### config.mk
export PLATFORM = sky130hd
export DESIGN_NAME = night_window_trigger_top_flat
export DESIGN_NICKNAME = d
export VERILOG_FILES = /design/src/sv/nwt_pkg.sv /design/src/sv/nwt_if.sv /design/src/sv/nwt_cfg.sv /design/src/sv/nwt_rule.sv /design/src/sv/night_window_trigger_top.sv /design/src/flat_wrapper.sv
export SDC_FILE = /design/constraint.sdc
export NUM_CORES = 1
export LEC_CHECK = 0
export BUFFER_PORTS_ARGS = -buffer_cell sky130_fd_sc_hd__buf_4
export CORE_MARGIN = 5
export CORE_UTILIZATION = 35
export CTS_CLUSTER_SIZE = 30
export DETAILED_ROUTE_END_ITERATION = 10
export PLACE_DENSITY = 0.55
export RECOVER_POWER = 50
export SYNTH_ARGS = -nofsm -noshare
export SYNTH_HDL_FRONTEND = slang
export SYNTH_SLANG_ARGS = --single-unit
### constraint.sdc
create_clock -name i_clk -period 6.65 [get_ports i_clk]
set_clock_uncertainty 0.05 [all_clocks]
set_input_delay 0.3325 -clock i_clk [delete_from_list [all_inputs] [get_ports i_clk]]
set_output_delay 0.3325 -clock i_clk [all_outputs]
set_load 0.02 [all_outputs]
### src/sv/nwt_pkg.sv
`timescale 1ns / 1ps
// Shared types, codes and widths for the night window trigger.
// No dependencies; compiled first.
package nwt_pkg;

    localparam int CfgIdxW  = 3;
    localparam int CfgDataW = 11;

    localparam logic [1:0] FUNC_TICK    = 2'd0;
    localparam logic [1:0] FUNC_NIGHT   = 2'd1;
    localparam logic [1:0] FUNC_LOCK    = 2'd2;
    localparam logic [1:0] FUNC_STOPPED = 2'd3;

    localparam logic [2:0] MODE_NONE   = 3'd0;
    localparam logic [2:0] MODE_TIME   = 3'd1;
    localparam logic [2:0] MODE_SUN    = 3'd2;
    localparam logic [2:0] MODE_EITHER = 3'd3;
    localparam logic [2:0] MODE_BOTH   = 3'd4;

    localparam logic [1:0] REL_BEFORE = 2'd0;
    localparam logic [1:0] REL_AT     = 2'd1;
    localparam logic [1:0] REL_AFTER  = 2'd2;

    localparam logic [CfgIdxW-1:0] CFG_START_MODE       = 3'd0;
    localparam logic [CfgIdxW-1:0] CFG_END_MODE         = 3'd1;
    localparam logic [CfgIdxW-1:0] CFG_SUNSET_RELATION  = 3'd2;
    localparam logic [CfgIdxW-1:0] CFG_SUNSET_OFFSET    = 3'd3;
    localparam logic [CfgIdxW-1:0] CFG_SUNRISE_RELATION = 3'd4;
    localparam logic [CfgIdxW-1:0] CFG_SUNRISE_OFFSET   = 3'd5;
    localparam logic [CfgIdxW-1:0] CFG_START_MINUTE     = 3'd6;
    localparam logic [CfgIdxW-1:0] CFG_STOP_MINUTE      = 3'd7;

    localparam logic [4:0] NOON_HOUR = 5'd12;

    typedef struct packed {
        logic [2:0]  start_mode;
        logic [2:0]  end_mode;
        logic [1:0]  sunset_relation;
        logic [9:0]  sunset_offset;
        logic [1:0]  sunrise_relation;
        logic [9:0]  sunrise_offset;
        logic [10:0] start_minute;
        logic [10:0] stop_minute;
    } t_cfg;

    typedef struct packed {
        logic time_seen;
        logic sun_seen;
    } t_seen;

endpackage

### src/sv/nwt_if.sv
`timescale 1ns / 1ps
// Valid/ready channels for tick/command items and result items.
// Standalone; compiled after nwt_pkg.
interface nwt_in_if;
    logic              valid;
    logic              ready;
    logic [1:0]        func;
    logic [4:0]        day_number;
    logic              evaluate;
    logic [10:0]       minute_of_day;
    logic [4:0]        hour;
    logic signed [10:0] elevation;
    logic              switch_value;

    modport source (output valid, func, day_number, evaluate, minute_of_day, hour,
                    elevation, switch_value, input ready);
    modport sink (input valid, func, day_number, evaluate, minute_of_day, hour,
                  elevation, switch_value, output ready);
endinterface

interface nwt_out_if;
    logic valid;
    logic ready;
    logic night_allowed;
    logic lock_state;
    logic start_position_suppressed;

    modport source (output valid, night_allowed, lock_state, start_position_suppressed,
                    input ready);
    modport sink (input valid, night_allowed, lock_state, start_position_suppressed,
                  output ready);
endinterface

### src/sv/nwt_cfg.sv
`timescale 1ns / 1ps
// Configuration register file, written by index.
// Depends on nwt_pkg.
module nwt_cfg (
    input  logic                          i_clk,
    input  logic                          i_rst_n,
    input  logic                          i_cfg_we,
    input  logic [nwt_pkg::CfgIdxW-1:0]   i_cfg_idx,
    input  logic [nwt_pkg::CfgDataW-1:0]  i_cfg_data,
    output nwt_pkg::t_cfg                 o_cfg
);
    import nwt_pkg::*;

    t_cfg r_cfg;

    always_ff @(posedge i_clk) begin
        if (!i_rst_n) begin
            r_cfg.start_mode       <= MODE_NONE;
            r_cfg.end_mode         <= MODE_NONE;
            r_cfg.sunset_relation  <= REL_AT;
            r_cfg.sunset_offset    <= '0;
            r_cfg.sunrise_relation <= REL_AT;
            r_cfg.sunrise_offset   <= '0;
            r_cfg.start_minute     <= '0;
            r_cfg.stop_minute      <= '0;
        end else if (i_cfg_we) begin
            unique case (i_cfg_idx)
                CFG_START_MODE:       r_cfg.start_mode       <= i_cfg_data[2:0];
                CFG_END_MODE:         r_cfg.end_mode         <= i_cfg_data[2:0];
                CFG_SUNSET_RELATION:  r_cfg.sunset_relation  <= i_cfg_data[1:0];
                CFG_SUNSET_OFFSET:    r_cfg.sunset_offset    <= i_cfg_data[9:0];
                CFG_SUNRISE_RELATION: r_cfg.sunrise_relation <= i_cfg_data[1:0];
                CFG_SUNRISE_OFFSET:   r_cfg.sunrise_offset   <= i_cfg_data[9:0];
                CFG_START_MINUTE:     r_cfg.start_minute     <= i_cfg_data;
                CFG_STOP_MINUTE:      r_cfg.stop_minute      <= i_cfg_data;
                default: ;
            endcase
        end
    end

    assign o_cfg = r_cfg;

endmodule

### src/sv/nwt_rule.sv
`timescale 1ns / 1ps
// One start or end rule: time match, sun event, either first or both.
// Depends on nwt_pkg.
module nwt_rule (
    input  logic [2:0]     i_mode,
    input  logic           i_time_hit,
    input  logic           i_sun_ok,
    input  nwt_pkg::t_seen i_seen,
    output nwt_pkg::t_seen o_seen,
    output logic           o_trig
);
    import nwt_pkg::*;

    logic do_time;
    logic do_sun;
    logic is_both;
    logic time_ev;
    logic sun_ev;
    logic time_trig;

    always_comb begin
        do_time = (i_mode == MODE_TIME) || (i_mode == MODE_EITHER) || (i_mode == MODE_BOTH);
        do_sun  = (i_mode == MODE_SUN) || (i_mode == MODE_EITHER) || (i_mode == MODE_BOTH);
        is_both = (i_mode == MODE_BOTH);
        time_ev = do_time && !i_seen.time_seen && i_time_hit;
        sun_ev  = do_sun && !i_seen.sun_seen && i_sun_ok;
        o_seen.time_seen = i_seen.time_seen || time_ev;
        o_seen.sun_seen  = i_seen.sun_seen || sun_ev;
        time_trig = time_ev && (!is_both || i_seen.sun_seen);
        // a sun event overrides the time decision of the same pass
        if (sun_ev) begin
            o_trig = !is_both || o_seen.time_seen;
        end else begin
            o_trig = time_trig;
        end
    end

endmodule

### src/sv/night_window_trigger_top.sv
`timescale 1ns / 1ps
// Night window trigger: state update and registered result per item.
// Latency: the result item is valid the cycle after its input item is accepted.
// Throughput: one item per cycle; input stays ready while the result register
// is empty or being drained in the same cycle.
// Reset: synchronous, clears all flags, the day and the configuration to defaults.
// Depends on nwt_pkg, nwt_if, nwt_cfg, nwt_rule.
module night_window_trigger_top (
    input  logic                          i_clk,
    input  logic                          i_rst_n,
    input  logic                          i_cfg_we,
    input  logic [nwt_pkg::CfgIdxW-1:0]   i_cfg_idx,
    input  logic [nwt_pkg::CfgDataW-1:0]  i_cfg_data,
    nwt_in_if.sink                        i_in,
    nwt_out_if.source                     o_out
);
    import nwt_pkg::*;

    t_cfg  cfg;
    logic [4:0] r_last_day;
    t_seen r_start_seen, r_end_seen;
    logic  r_night, r_lock, r_supp;
    logic  r_out_valid;
    logic  r_out_night, r_out_lock, r_out_supp;

    logic [4:0] n_last_day;
    t_seen n_start_seen, n_end_seen;
    logic  n_night, n_lock, n_supp;

    logic  accept;
    logic  is_tick;
    logic  day_chg;
    t_seen base_start, base_end;
    t_seen rule_start_seen, rule_end_seen;
    logic  start_trig, end_trig;
    logic signed [11:0] elev_ext, set_thr, rise_thr;
    logic  set_ok, rise_ok;

    nwt_cfg u_cfg (
        .i_clk      (i_clk),
        .i_rst_n    (i_rst_n),
        .i_cfg_we   (i_cfg_we),
        .i_cfg_idx  (i_cfg_idx),
        .i_cfg_data (i_cfg_data),
        .o_cfg      (cfg)
    );

    assign i_in.ready = !r_out_valid || o_out.ready;
    assign accept     = i_in.valid && i_in.ready;

    always_comb begin
        elev_ext = {i_in.elevation[10], i_in.elevation};
        case (cfg.sunset_relation)
            REL_BEFORE: set_thr = $signed({2'b00, cfg.sunset_offset});
            REL_AFTER:  set_thr = -$signed({2'b00, cfg.sunset_offset});
            default:    set_thr = '0;
        endcase
        case (cfg.sunrise_relation)
            REL_BEFORE: rise_thr = -$signed({2'b00, cfg.sunrise_offset});
            REL_AFTER:  rise_thr = $signed({2'b00, cfg.sunrise_offset});
            default:    rise_thr = '0;
        endcase
        set_ok  = (i_in.hour > NOON_HOUR) && (elev_ext <= set_thr);
        rise_ok = (i_in.hour < NOON_HOUR) && (elev_ext >= rise_thr);
        is_tick = (i_in.func == FUNC_TICK);
        day_chg = (i_in.day_number != r_last_day);
        base_start = (is_tick && day_chg) ? '0 : r_start_seen;
        base_end   = (is_tick && day_chg) ? '0 : r_end_seen;
    end

    nwt_rule u_start_rule (
        .i_mode     (cfg.start_mode),
        .i_time_hit (i_in.minute_of_day == cfg.start_minute),
        .i_sun_ok   (set_ok),
        .i_seen     (base_start),
        .o_seen     (rule_start_seen),
        .o_trig     (start_trig)
    );

    nwt_rule u_end_rule (
        .i_mode     (cfg.end_mode),
        .i_time_hit (i_in.minute_of_day == cfg.stop_minute),
        .i_sun_ok   (rise_ok),
        .i_seen     (base_end),
        .o_seen     (rule_end_seen),
        .o_trig     (end_trig)
    );

    always_comb begin
        n_last_day   = r_last_day;
        n_start_seen = r_start_seen;
        n_end_seen   = r_end_seen;
        n_night      = r_night;
        n_lock       = r_lock;
        n_supp       = r_supp;
        case (i_in.func)
            FUNC_TICK: begin
                n_last_day = i_in.day_number;
                if (i_in.evaluate) begin
                    n_start_seen = rule_start_seen;
                    n_end_seen   = rule_end_seen;
                    if (start_trig) begin
                        n_night = 1'b1;
                    end
                    if (end_trig) begin
                        n_night = 1'b0;
                        n_supp  = 1'b0;
                    end
                end else begin
                    n_start_seen = base_start;
                    n_end_seen   = base_end;
                end
            end
            FUNC_NIGHT: begin
                n_night = i_in.switch_value;
                if (i_in.switch_value) begin
                    n_supp = 1'b0;
                end
            end
            FUNC_LOCK: begin
                n_lock = i_in.switch_value;
            end
            default: begin
                if (r_night) begin
                    n_supp = 1'b1;
                end
            end
        endcase
    end

    always_ff @(posedge i_clk) begin
        if (!i_rst_n) begin
            r_last_day   <= '0;
            r_start_seen <= '0;
            r_end_seen   <= '0;
            r_night      <= 1'b0;
            r_lock       <= 1'b0;
            r_supp       <= 1'b0;
            r_out_valid  <= 1'b0;
        end else begin
            if (accept) begin
                r_last_day   <= n_last_day;
                r_start_seen <= n_start_seen;
                r_end_seen   <= n_end_seen;
                r_night      <= n_night;
                r_lock       <= n_lock;
                r_supp       <= n_supp;
                r_out_valid  <= 1'b1;
            end else if (o_out.ready) begin
                r_out_valid  <= 1'b0;
            end
        end
    end

    always_ff @(posedge i_clk) begin
        if (accept) begin
            r_out_night <= n_night && !n_lock;
            r_out_lock  <= n_lock;
            r_out_supp  <= n_supp;
        end
    end

    assign o_out.valid                     = r_out_valid;
    assign o_out.night_allowed             = r_out_night;
    assign o_out.lock_state                = r_out_lock;
    assign o_out.start_position_suppressed = r_out_supp;

`ifndef NO_ASSERTIONS
    a_out_tracks_state: assert property (@(posedge i_clk) disable iff (!i_rst_n)
        r_out_valid |-> (r_out_lock == r_lock) && (r_out_supp == r_supp)
                        && (r_out_night == (r_night && !r_lock)))
        else $error("result register does not match flag state");

    a_lock_blocks_night: assert property (@(posedge i_clk) disable iff (!i_rst_n)
        (r_out_valid && r_out_lock) |-> !r_out_night)
        else $error("night allowed while locked");

    a_stall_blocks_input: assert property (@(posedge i_clk) disable iff (!i_rst_n)
        (r_out_valid && !o_out.ready) |-> !i_in.ready)
        else $error("input taken while result stalled");

    a_day_tracked: assert property (@(posedge i_clk) disable iff (!i_rst_n)
        (accept && is_tick) |=> (r_last_day == $past(i_in.day_number)))
        else $error("day number not captured on tick");
`endif

endmodule

### src/flat_wrapper.sv
// flat-port wrapper written by rule: the top's interface ports become plain ports
module night_window_trigger_top_flat import nwt_pkg::*;
  (i_clk, i_rst_n, i_cfg_we, i_cfg_idx, i_cfg_data, i_in_valid, i_in_func, i_in_day_number, i_in_evaluate, i_in_minute_of_day, i_in_hour, i_in_elevation, i_in_switch_value, i_in_ready, o_out_valid, o_out_night_allowed, o_out_lock_state, o_out_start_position_suppressed, o_out_ready);
  nwt_in_if i_in_i ();
  nwt_out_if o_out_i ();
  input  logic i_clk;
  input  logic i_rst_n;
  input  logic i_cfg_we;
  input  logic [nwt_pkg::CfgIdxW-1:0] i_cfg_idx;
  input  logic [nwt_pkg::CfgDataW-1:0] i_cfg_data;
  input wire logic [$bits(i_in_i.valid)-1:0] i_in_valid;
  input wire logic [$bits(i_in_i.func)-1:0] i_in_func;
  input wire logic [$bits(i_in_i.day_number)-1:0] i_in_day_number;
  input wire logic [$bits(i_in_i.evaluate)-1:0] i_in_evaluate;
  input wire logic [$bits(i_in_i.minute_of_day)-1:0] i_in_minute_of_day;
  input wire logic [$bits(i_in_i.hour)-1:0] i_in_hour;
  input wire logic [$bits(i_in_i.elevation)-1:0] i_in_elevation;
  input wire logic [$bits(i_in_i.switch_value)-1:0] i_in_switch_value;
  output wire logic [$bits(i_in_i.ready)-1:0] i_in_ready;
  output wire logic [$bits(o_out_i.valid)-1:0] o_out_valid;
  output wire logic [$bits(o_out_i.night_allowed)-1:0] o_out_night_allowed;
  output wire logic [$bits(o_out_i.lock_state)-1:0] o_out_lock_state;
  output wire logic [$bits(o_out_i.start_position_suppressed)-1:0] o_out_start_position_suppressed;
  input wire logic [$bits(o_out_i.ready)-1:0] o_out_ready;
  assign i_in_i.valid = i_in_valid;
  assign i_in_i.func = i_in_func;
  assign i_in_i.day_number = i_in_day_number;
  assign i_in_i.evaluate = i_in_evaluate;
  assign i_in_i.minute_of_day = i_in_minute_of_day;
  assign i_in_i.hour = i_in_hour;
  assign i_in_i.elevation = i_in_elevation;
  assign i_in_i.switch_value = i_in_switch_value;
  assign i_in_ready = i_in_i.ready;
  assign o_out_valid = o_out_i.valid;
  assign o_out_night_allowed = o_out_i.night_allowed;
  assign o_out_lock_state = o_out_i.lock_state;
  assign o_out_start_position_suppressed = o_out_i.start_position_suppressed;
  assign o_out_i.ready = o_out_ready;
  night_window_trigger_top u_core (.i_clk(i_clk), .i_rst_n(i_rst_n), .i_cfg_we(i_cfg_we), .i_cfg_idx(i_cfg_idx), .i_cfg_data(i_cfg_data), .i_in(i_in_i), .o_out(o_out_i));
endmodule
Word level (Yosys, flattened, before mapping)
Cells that the tools add are included.
- add/sub/neg operators: 2
- $lt $le $gt $ge: 4
- equality and inequality tests: 22
- muxes and demuxes: 20
- reduce and logical (&&, ||, !) cells: 54
- operators with widths (operator ; number):
    $pmux W12 S2 ; 2
    $neg A10 Y12 ; 2
    $eq A11 B11 Y1 ; 2
    $eq A3 B2 Y1 const B ; 6
    $eq A3 B3 Y1 const B ; 6
    $reduce_and A2 Y1 ; 9
    $logic_or A1 B1 Y1 ; 17
    $logic_and A1 B1 Y1 ; 15
    $ge A11 B12 Y1 ; 1
    $le A11 B12 Y1 ; 1
    $mux W1 ; 12
    $eq A3 B1 Y1 const B ; 3
    $logic_not A1 Y1 ; 8
    $mux W2 ; 4
    $eq A2 B2 Y1 const B ; 3
    $logic_not A2 Y1 ; 3
    $gt A5 B4 Y1 const B ; 1
    $lt A5 B4 Y1 const B ; 1
    $ne A5 B5 Y1 ; 1
    $logic_not A3 Y1 ; 1
    $pmux W1 S3 ; 1
    $eq A2 B1 Y1 const B ; 1
    $pmux W1 S2 ; 1
    $reduce_bool A2 Y1 ; 1
- flip-flop bits (word level): 68
- input port bits: 55
- output and inout port bits: 5
- word-level logic and storage cells: 122

Logic depth before layout (Yosys ltp)
Gate-level depths: netlist (run 1).
- word-level depth: 14
- gate-level depth with buffers: 15
- depth with buffers taken out: 15

Modules after synthesis
From an unflattened synthesis (run 1), not the netlist that was laid out.
- cell total of the unflattened synthesis: 471
- area, all modules: 4249.1 sq um
- modules (own cells, without submodules) (module ; instances ; cells an instance ; area an instance (sq um) ; seq. area each (sq um)):
    night_window_trigger_top ; 1 ; 262 ; 2099.5 ; 350.3
    nwt_cfg ; 1 ; 187 ; 1971.9 ; 1041.0
    nwt_rule ; 2 ; 11 ; 88.8 ; 0.0

Least setup slack after synthesis (run 1)
No wires, ideal clock.
- path kind: register to register
- from: register u_core.u_cfg.r_cfg (netlist bit u_core.u_cfg.o_cfg[36])
- to: register u_core.r_out_night (netlist: u_core.o_out.night_allowed) (data pin)
- library setup time: 0.272 ns
- data arrival time: 2.903 ns
- required time: 6.328 ns
- setup slack: 3.425 ns
- cell stages (with the launch flop): 15
- buffers on the path: 0
- period minus slack after synthesis: 3.225 ns
- cell sequence: dfxtp_1 -> nor3_1 -> nand3_1 -> or3_1 -> o31ai_1 -> xnor2_1 -> nand2b_1 -> ha_1 -> nand3_1 -> or3_1 -> a21o_1 -> a31oi_1 -> o2bb2ai_2 -> a311oi_2 -> a211oi_1
- word-level cells in the longest chain between the ends: 11
- ends and longest elaborated chain (item ; line ; text):
    from (decl) ; nwt_cfg.sv:14 ; t_cfg r_cfg;
    $neg A10 Y12 ; night_window_trigger_top.sv:55 ; REL_AFTER: set_thr = -$signed({2'b00, cfg.sunset_offset});
    $pmux W12 S2 (*) ; night_window_trigger_top.sv:53 ; case (cfg.sunset_relation)
    $le A11 B12 Y1 (*) ; night_window_trigger_top.sv:63 ; set_ok = (i_in.hour > NOON_HOUR) && (elev_ext <= set_thr);
    $logic_and A1 B1 Y1 (*) ; night_window_trigger_top.sv:63 ;
    $logic_and A1 B1 Y1 (*) ; nwt_rule.sv:26 ; sun_ev = do_sun && !i_seen.sun_seen && i_sun_ok;
    $mux W1 (*) ; nwt_rule.sv:31 ; if (sun_ev) begin
    $mux W1 (*) ; night_window_trigger_top.sv:102 ; if (start_trig) begin
    $mux W1 (*) ; night_window_trigger_top.sv:105 ; if (end_trig) begin
    $mux W1 (*) ; night_window_trigger_top.sv:99 ; if (i_in.evaluate) begin
    $pmux W1 S2 (*) ; night_window_trigger_top.sv:96 ; case (i_in.func)
    $logic_and A1 B1 Y1 (*) ; night_window_trigger_top.sv:157 ; r_out_night <= n_night && !n_lock;
    to (signal assigned) ; night_window_trigger_top.sv:157 ;
    to (decl) ; night_window_trigger_top.sv:24 ; logic r_out_night, r_out_lock, r_out_supp;
Mark *: on every way between the ends. The rest lies on a longest branch, timed or not.
A chain may end at the register's enable or synchronous reset.

Worst setup path after layout (run 1)
Ends and elaborated chain as after synthesis.

==> summary.txt, run 1 <==
Clock tree
  • Reg clk slew, reported paths: 60 ps
  • # Post-CTS Setup Buffers: 0
  • CTS tree: yes
  • CTS Hold Bufs: 0
  • H-tree levels: 3
  • Post-CTS Resized: 0
  • Maximum clock insertion buffer count: 2
  • Cts bufs inserted: 9
  • Clock Latency Late Sink: 330 ps
  • Clk root buf: clkbuf_16
  • Clk sinks: 68

Outcome
  • Violated checks: capacitance limit, slew limit
  • Status: finished with violations

Critical path
  • CP startpoint kind: flip-flop
  • Arr. time, crit path: 3520 ps
  • Critical Path Sink Type: flip-flop
  • Worst EP required: 6660 ps
  • Worst Path Max Fanout: 5
  • Setup CP Type: reg2reg

Synthesis
  • Post-synth top area cell: dfxtp_1
  • Area contributors post-synth: dfxtp_1 31%, nand2_1 9.9%, a21oi_1 7.9%
  • Post-synth EDFFs: 3
  • Syn_nets: 617
  • Synth Register Bits: 68
  • Mapped Area: 0.00420 mm^2
  • Synth Instances: 536
  • Ys async rst share: 0
  • Syn Area/Cell: 7.83 um^2
  • Sequential area share after synthesis: 0.332
  • Distinct cells, synth: 50
  • Ys flop type: dfxtp_1
  • Synth warnings: 0
  • Top-area cell type share of the netlist area: 0.310

Timing
  • Setup TNS: 0 ps
  • RSZ-0062 raised after global routing: no
  • Slew Limit Fails: 64
  • Tcrit/Tclk final: 0.528
  • Endpoints failing setup: 0
  • Min cycle time layout: 3510 ps
  • Fmax: 0.285 GHz
  • Fin. Hold Viols: 0
  • Fin Hold WS: 146 ps
  • Worst-margin pin slew: 2090 ps
  • Slew HR: -0.394

Floorplan
  • Num ports: 60
  • Die ar.: 0.0143 mm^2
  • Die height: 120 um
  • Core Rows: 40
  • Initial Utilization: 0.354
  • Core footprint: 0.0119 mm^2
  • Horiz. Die Dim: 120 um

Placement
  • Placer congestion estimate: 0.837
  • Area post-placement: 0.00475 mm^2
  • Hpwl dp: 8580 um
  • PortBufs: 59

Hold path
  • Hold Crit Class: in2reg

Global routing
  • Total grt overflow: 0
  • Vias in the first global route: 3,808
  • First-pass GRT wire length: 18,400 um
  • Largest net degree at the start of global routing: 64
  • Total GRT Usage: 0.160
  • Initial antenna violation count: 0

Final layout
  • Most frequent cells in the layout: 111 x nand2_1, 66 x a21oi_1, 65 x dfxtp_1, 51 x buf_4, 35 x nor2_1
  • Design Area, Final: 0.00503 mm^2
  • Fin nets: 668
  • Ant diodes: 0
  • Filler cells: 1,183
  • Finished Core Util: 0.424
  • Commonest non-fill, non-tap cell in the layout: nand2_1
  • Area Growth Syn to Fin: 19.8%
  • Fraction of layout cells with a size suffix above 1: 0.142

Drt
  • Starting DRC count in detailed routing: 221
  • Routed Antenna Nets: 0
  • Via count: 3,777
  • WL/cell: 15.1 um
  • Final WL: 11,100 um
  • # DRC: 0
  • Vias per cell: 5.11
  • Pre-antenna DRT Iters: 4

Power and ir drop
  • Leakage: 1.83 nW
  • Final Total Pwr: 1.07 mW
  • Max IR drop VDD: 0.219 mV
  • Pwr per Cell Area: 212 mW/mm^2

Job
  • Max Cap Viol: 1
[path summary, 6_finish.rpt]
kind / from / to / slack (ps) / depth (start not counted)
worst min-delay path: i_rst_n / u_core.u_cfg.o_cfg[32] / 150 / 2
worst max register to register: u_core.u_cfg.o_cfg[36] / u_core.o_out.night_allowed / 3140 / 14
worst max-delay path: u_core.u_cfg.o_cfg[36] / u_core.o_out.night_allowed / 3140 / 14
worst min register to register: u_core.r_end_seen[1] / u_core.r_end_seen[1] / 400 / 2
[sequential cells by signal (all words and copies together) (netlist names)]
signal                                  count
u_core.u_cfg.o_cfg                         52
u_core.r_last_day                           5
u_core.r_end_seen                           2
u_core.r_start_seen                         2
u_core.o_out.lock_state                     1
u_core.o_out.night_allowed                  1
u_core.o_out.start_position_suppressed      1
u_core.o_out.valid                          1
u_core.r_lock                               1
u_core.r_night                              1
u_core.r_supp                               1
[cell type report]
class                      count  area (um^2)  area share
tap                          147          184      0.0366
clock inverter                 7         82.6      0.0164
inverter                      14         52.6      0.0105
timing repair buffer          59          413      0.0821
clock buffer                   9          225      0.0448
sequential                    68         1390       0.277
multi-input combinational    435         2680       0.533
[synth_stat cells, drive strengths merged (4+ instances only)]
cell type,number
nand2,111
a21oi,66
dfxtp,65
nor2,37
xnor2,29
ha,26
nand2b,21
o21ai,21
clkbuf,18
mux2i,15
inv,14
nand3,12
nor3,11
xor2,11
nand4,9
a21o,7
or2,7
nor2b,6
or3,6
a211oi,5
o31ai,5
a31oi,4
[through the flow]
step / instances / setup slack (ps)
after global placement: 723 / 3210
final: 739 / 3140
after global routing: 739 / 2730
after CTS: 739 / 3130
after detailed placement: 723 / 3140
after floorplan: 536 / 3430
[per-layer routing]
layer,track usage,share of wire
met4,0.0451,0.012
met5,0,0
met2,0.270,0.47
met1,0.203,0.47
met3,0.0429,0.047
[worst max-delay path, stage by stage (launching register included)]
cell and delay (ps):
dfxtp_1 350, nor3_1 260, nand3_1 120, or3_1 350, o31ai_1 270, xnor2_1 160
nand2b_1 70, ha_1 290, nand3_1 70, or3_1 330, a21o_1 160, a31oi_1 300
o2bb2ai_2 90, a311oi_2 300, a211oi_1 90
[power by group]
part | switching (mW) | internal, mW | leakage [nW]
Combinational | 0.0790 | 0.0609 | 1.12
Sequential | 0.00968 | 0.421 | 0.557
Clock | 0.198 | 0.297 | 0.145
[cell families after synthesis]
| logic type | after synthesis | synth area share |
|---|---|---|
| AND/OR/NAND/NOR | 229 | 0.254 |
| flip-flops | 68 | 0.332 |
| buffers and inverters | 33 | 0.0298 |
| AO/OA/AOI/OAI | 125 | 0.188 |
| adder cells (fa/ha/maj) | 26 | 0.0775 |
| multiplexers | 15 | 0.0358 |
| XOR/XNOR | 40 | 0.0835 |
(Power assumes the default switching activity.)
==> inputs of run 2 (changes only) <==
- PLACE_DENSITY: 0.55 -> 0.57
- clock period: 6.65 -> 3.2 ns (I/O delays scaled with it)
==> run 2 against run 1 <==
Effect of this change:
- via count is 2.8% higher
- the run now ends clean
- wire length increased by 2.9%
- power grew 120%
==> summary.txt, run 2 (same netlist as run 1, synthesis figures left out) <==
Critical path
  • Worst EP required: 3310 ps (-3350 ps)
  • Critical Path Sink Type: flip-flop
  • CP startpoint kind: flip-flop
  • Arr. time, crit path: 3310 ps (-210 ps)
  • Worst Path Max Fanout: 3 (-2)
  • Setup CP Type: reg2reg

Drt
  • Starting DRC count in detailed routing: 189 (-14%)
  • Pre-antenna DRT Iters: 4 (unchanged)
  • WL/cell: 15.0 um (about the same)
  • Vias per cell: 5.10 (-0.19%)
  • Final WL: 11,400 um (+2.9%)
  • Via count: 3,882 (+2.8%)
  • Routed Antenna Nets: 0 (unchanged)
  • # DRC: 0 (unchanged)

Final layout
  • Commonest non-fill, non-tap cell in the layout: nand2_1
  • Ant diodes: 0 (unchanged)
  • Most frequent cells in the layout: 109 x nand2_1, 74 x buf_4, 66 x a21oi_1, 64 x dfxtp_1, 34 x nor2_1
  • Max reg flops: 52 (unchanged)
  • Post-route insts no fill: 761 (+3.0%)
  • Fin nets: 690 (+3.3%)
  • Area Growth Syn to Fin: 27.4%
  • Fraction of layout cells with a size suffix above 1: 0.202 (+0.0601)

Outcome
  • Status: completed

Timing
  • RSZ-0062 raised after global routing: yes
  • Fin. Hold Viols: 0 (unchanged)
  • Fmax: 0.313 GHz (+9.8%)
  • Tcrit/Tclk final: 0.999 (+0.471)
  • Endpoints failing setup: 0 (unchanged)
  • Slew HR: 0.260 (+0.654)
  • Min cycle time layout: 3200 ps (-313 ps)
  • Slew Limit Fails: 0 (-100%)
  • Worst-margin pin slew: 1110 ps (-979 ps)
  • Fin Hold WS: 33.0 ps (-113 ps)

Floorplan
  • Core Rows: 40 (unchanged)
  • Initial Utilization: 0.354 (unchanged)
  • Die height: 120 um (unchanged)
  • Die ar.: 0.0143 mm^2 (unchanged)
  • Core footprint: 0.0119 mm^2 (unchanged)
  • Num ports: 60 (unchanged)
  • Horiz. Die Dim: 120 um (unchanged)

Global routing
  • Vias in the first global route: 3,819 (+0.29%)
  • Total GRT Usage: 0.164 (+0.00330)
  • Total grt overflow: 0 (unchanged)
  • First-pass GRT wire length: 18,900 um (+2.9%)
  • Largest net degree at the start of global routing: 64 (unchanged)
  • Initial antenna violation count: 0 (unchanged)

Clock tree
  • Clk root buf: clkbuf_16
  • Clock Latency Late Sink: 330 ps (about the same)
  • CTS tree: yes
  • Cts bufs inserted: 9 (unchanged)
  • H-tree levels: 3 (unchanged)
  • Maximum clock insertion buffer count: 2 (unchanged)
  • Clk sinks: 68 (unchanged)
  • Reg clk slew, reported paths: 60 ps (about the same)

Job
  • Max Cap Viol: 0 (-1)

Hold path
  • Hold Crit Class: in2reg

Placement
  • Hpwl dp: 8770 um (+2.3%)
  • Placer congestion estimate: 0.804 (-3.9%)
  • PortBufs: 59 (unchanged)
  • Dpl cells: 743 (+2.8%)

Power and ir drop
  • Pwr per Cell Area: 432 mW/mm^2 (+100%)
  • Leakage: 1.98 nW (+8.4%)
  • Max IR drop VDD: 0.257 mV (+17%)
==> run 2: layer usage <==
layer	up-vias	global-route usage	routed length (um)
met2	70	0.271	5410
met4	0	0.0351	114
met1	1802	0.215	5450
met5	-	0	0
li1	2002	-	-
met3	8	0.0438	475
==> run 2: path summary, 6_finish.rpt <==
path / startpoint / end / slack, ps / cells after the start
max: u_core.u_cfg.o_cfg[38] / u_core.r_night / 3 / 15
max reg2reg: u_core.u_cfg.o_cfg[38] / u_core.r_night / 3 / 15
min reg2reg: u_core.r_end_seen[1] / u_core.r_end_seen[1] / 410 / 2
min: i_cfg_data[10] / u_core.u_cfg.o_cfg[21] / 30 / 3
==> run 2: what timing repair did <==
| action | 4_1_cts | 5_1_grt |
|---|---|---|
| pin swaps | 4 | 5 |
| gates resized for setup | 8 | 13 |
| setup buffers | 0 | 1 |
| hold buffers | 1 | 0 |
| endpoints found under the setup margin | 4 | 5 |
| hold endpoints to repair | 2 | 0 |
==> run 2: final cells by class <==
type                    count  area (um^2)
flip-flops and latches     68         1390
well taps                 147          184
inverters                  14         52.6
repair buffers             81          588
clock buffers              11          254
fillers                  1195         6510
clock inverters             5         81.3
multi-input cells         435         2800
==> run 2: critical path, cell delays in order (launching register included) <==
cell and delay, ps:
dfxtp_2 330, nor3_4 190, nand3_2 90, or3_4 370, o31ai_4 190, xnor2_1 140
nand2b_1 70, ha_1 300, nand3_1 80, or3_4 340, a21o_1 190, a31oi_4 180
o2bb2ai_2 70, a311oi_2 240, buf_4 160, a311oi_2 40
==> run 2: report_power, final <==
group	switching, mW	total (mW)	internal (mW)
clock	0.367	1.10	0.731
sequential	0.0200	0.896	0.876
combinational	0.174	0.318	0.144
==> run 2: metrics by stage <==
| step | setup WS [ps] | setup TNS, ps | total power [mW] | instance area [um^2] | util |
|---|---|---|---|---|---|
| global route | -161 | -456 | 2.42 | 5350 | 0.451 |
| finish | 3.09 | 0 | 2.31 | 5350 | 0.451 |
| detailed placement | -171 | -349 | 1.22 | 4910 | 0.414 |
| floorplan | 6.77 | 0 | 1.09 | 4200 | - |
| CTS | -2.49 | -2.49 | 2.34 | 5290 | 0.446 |
| global placement | -77.6 | -149 | 1.22 | 4910 | 0.414 |
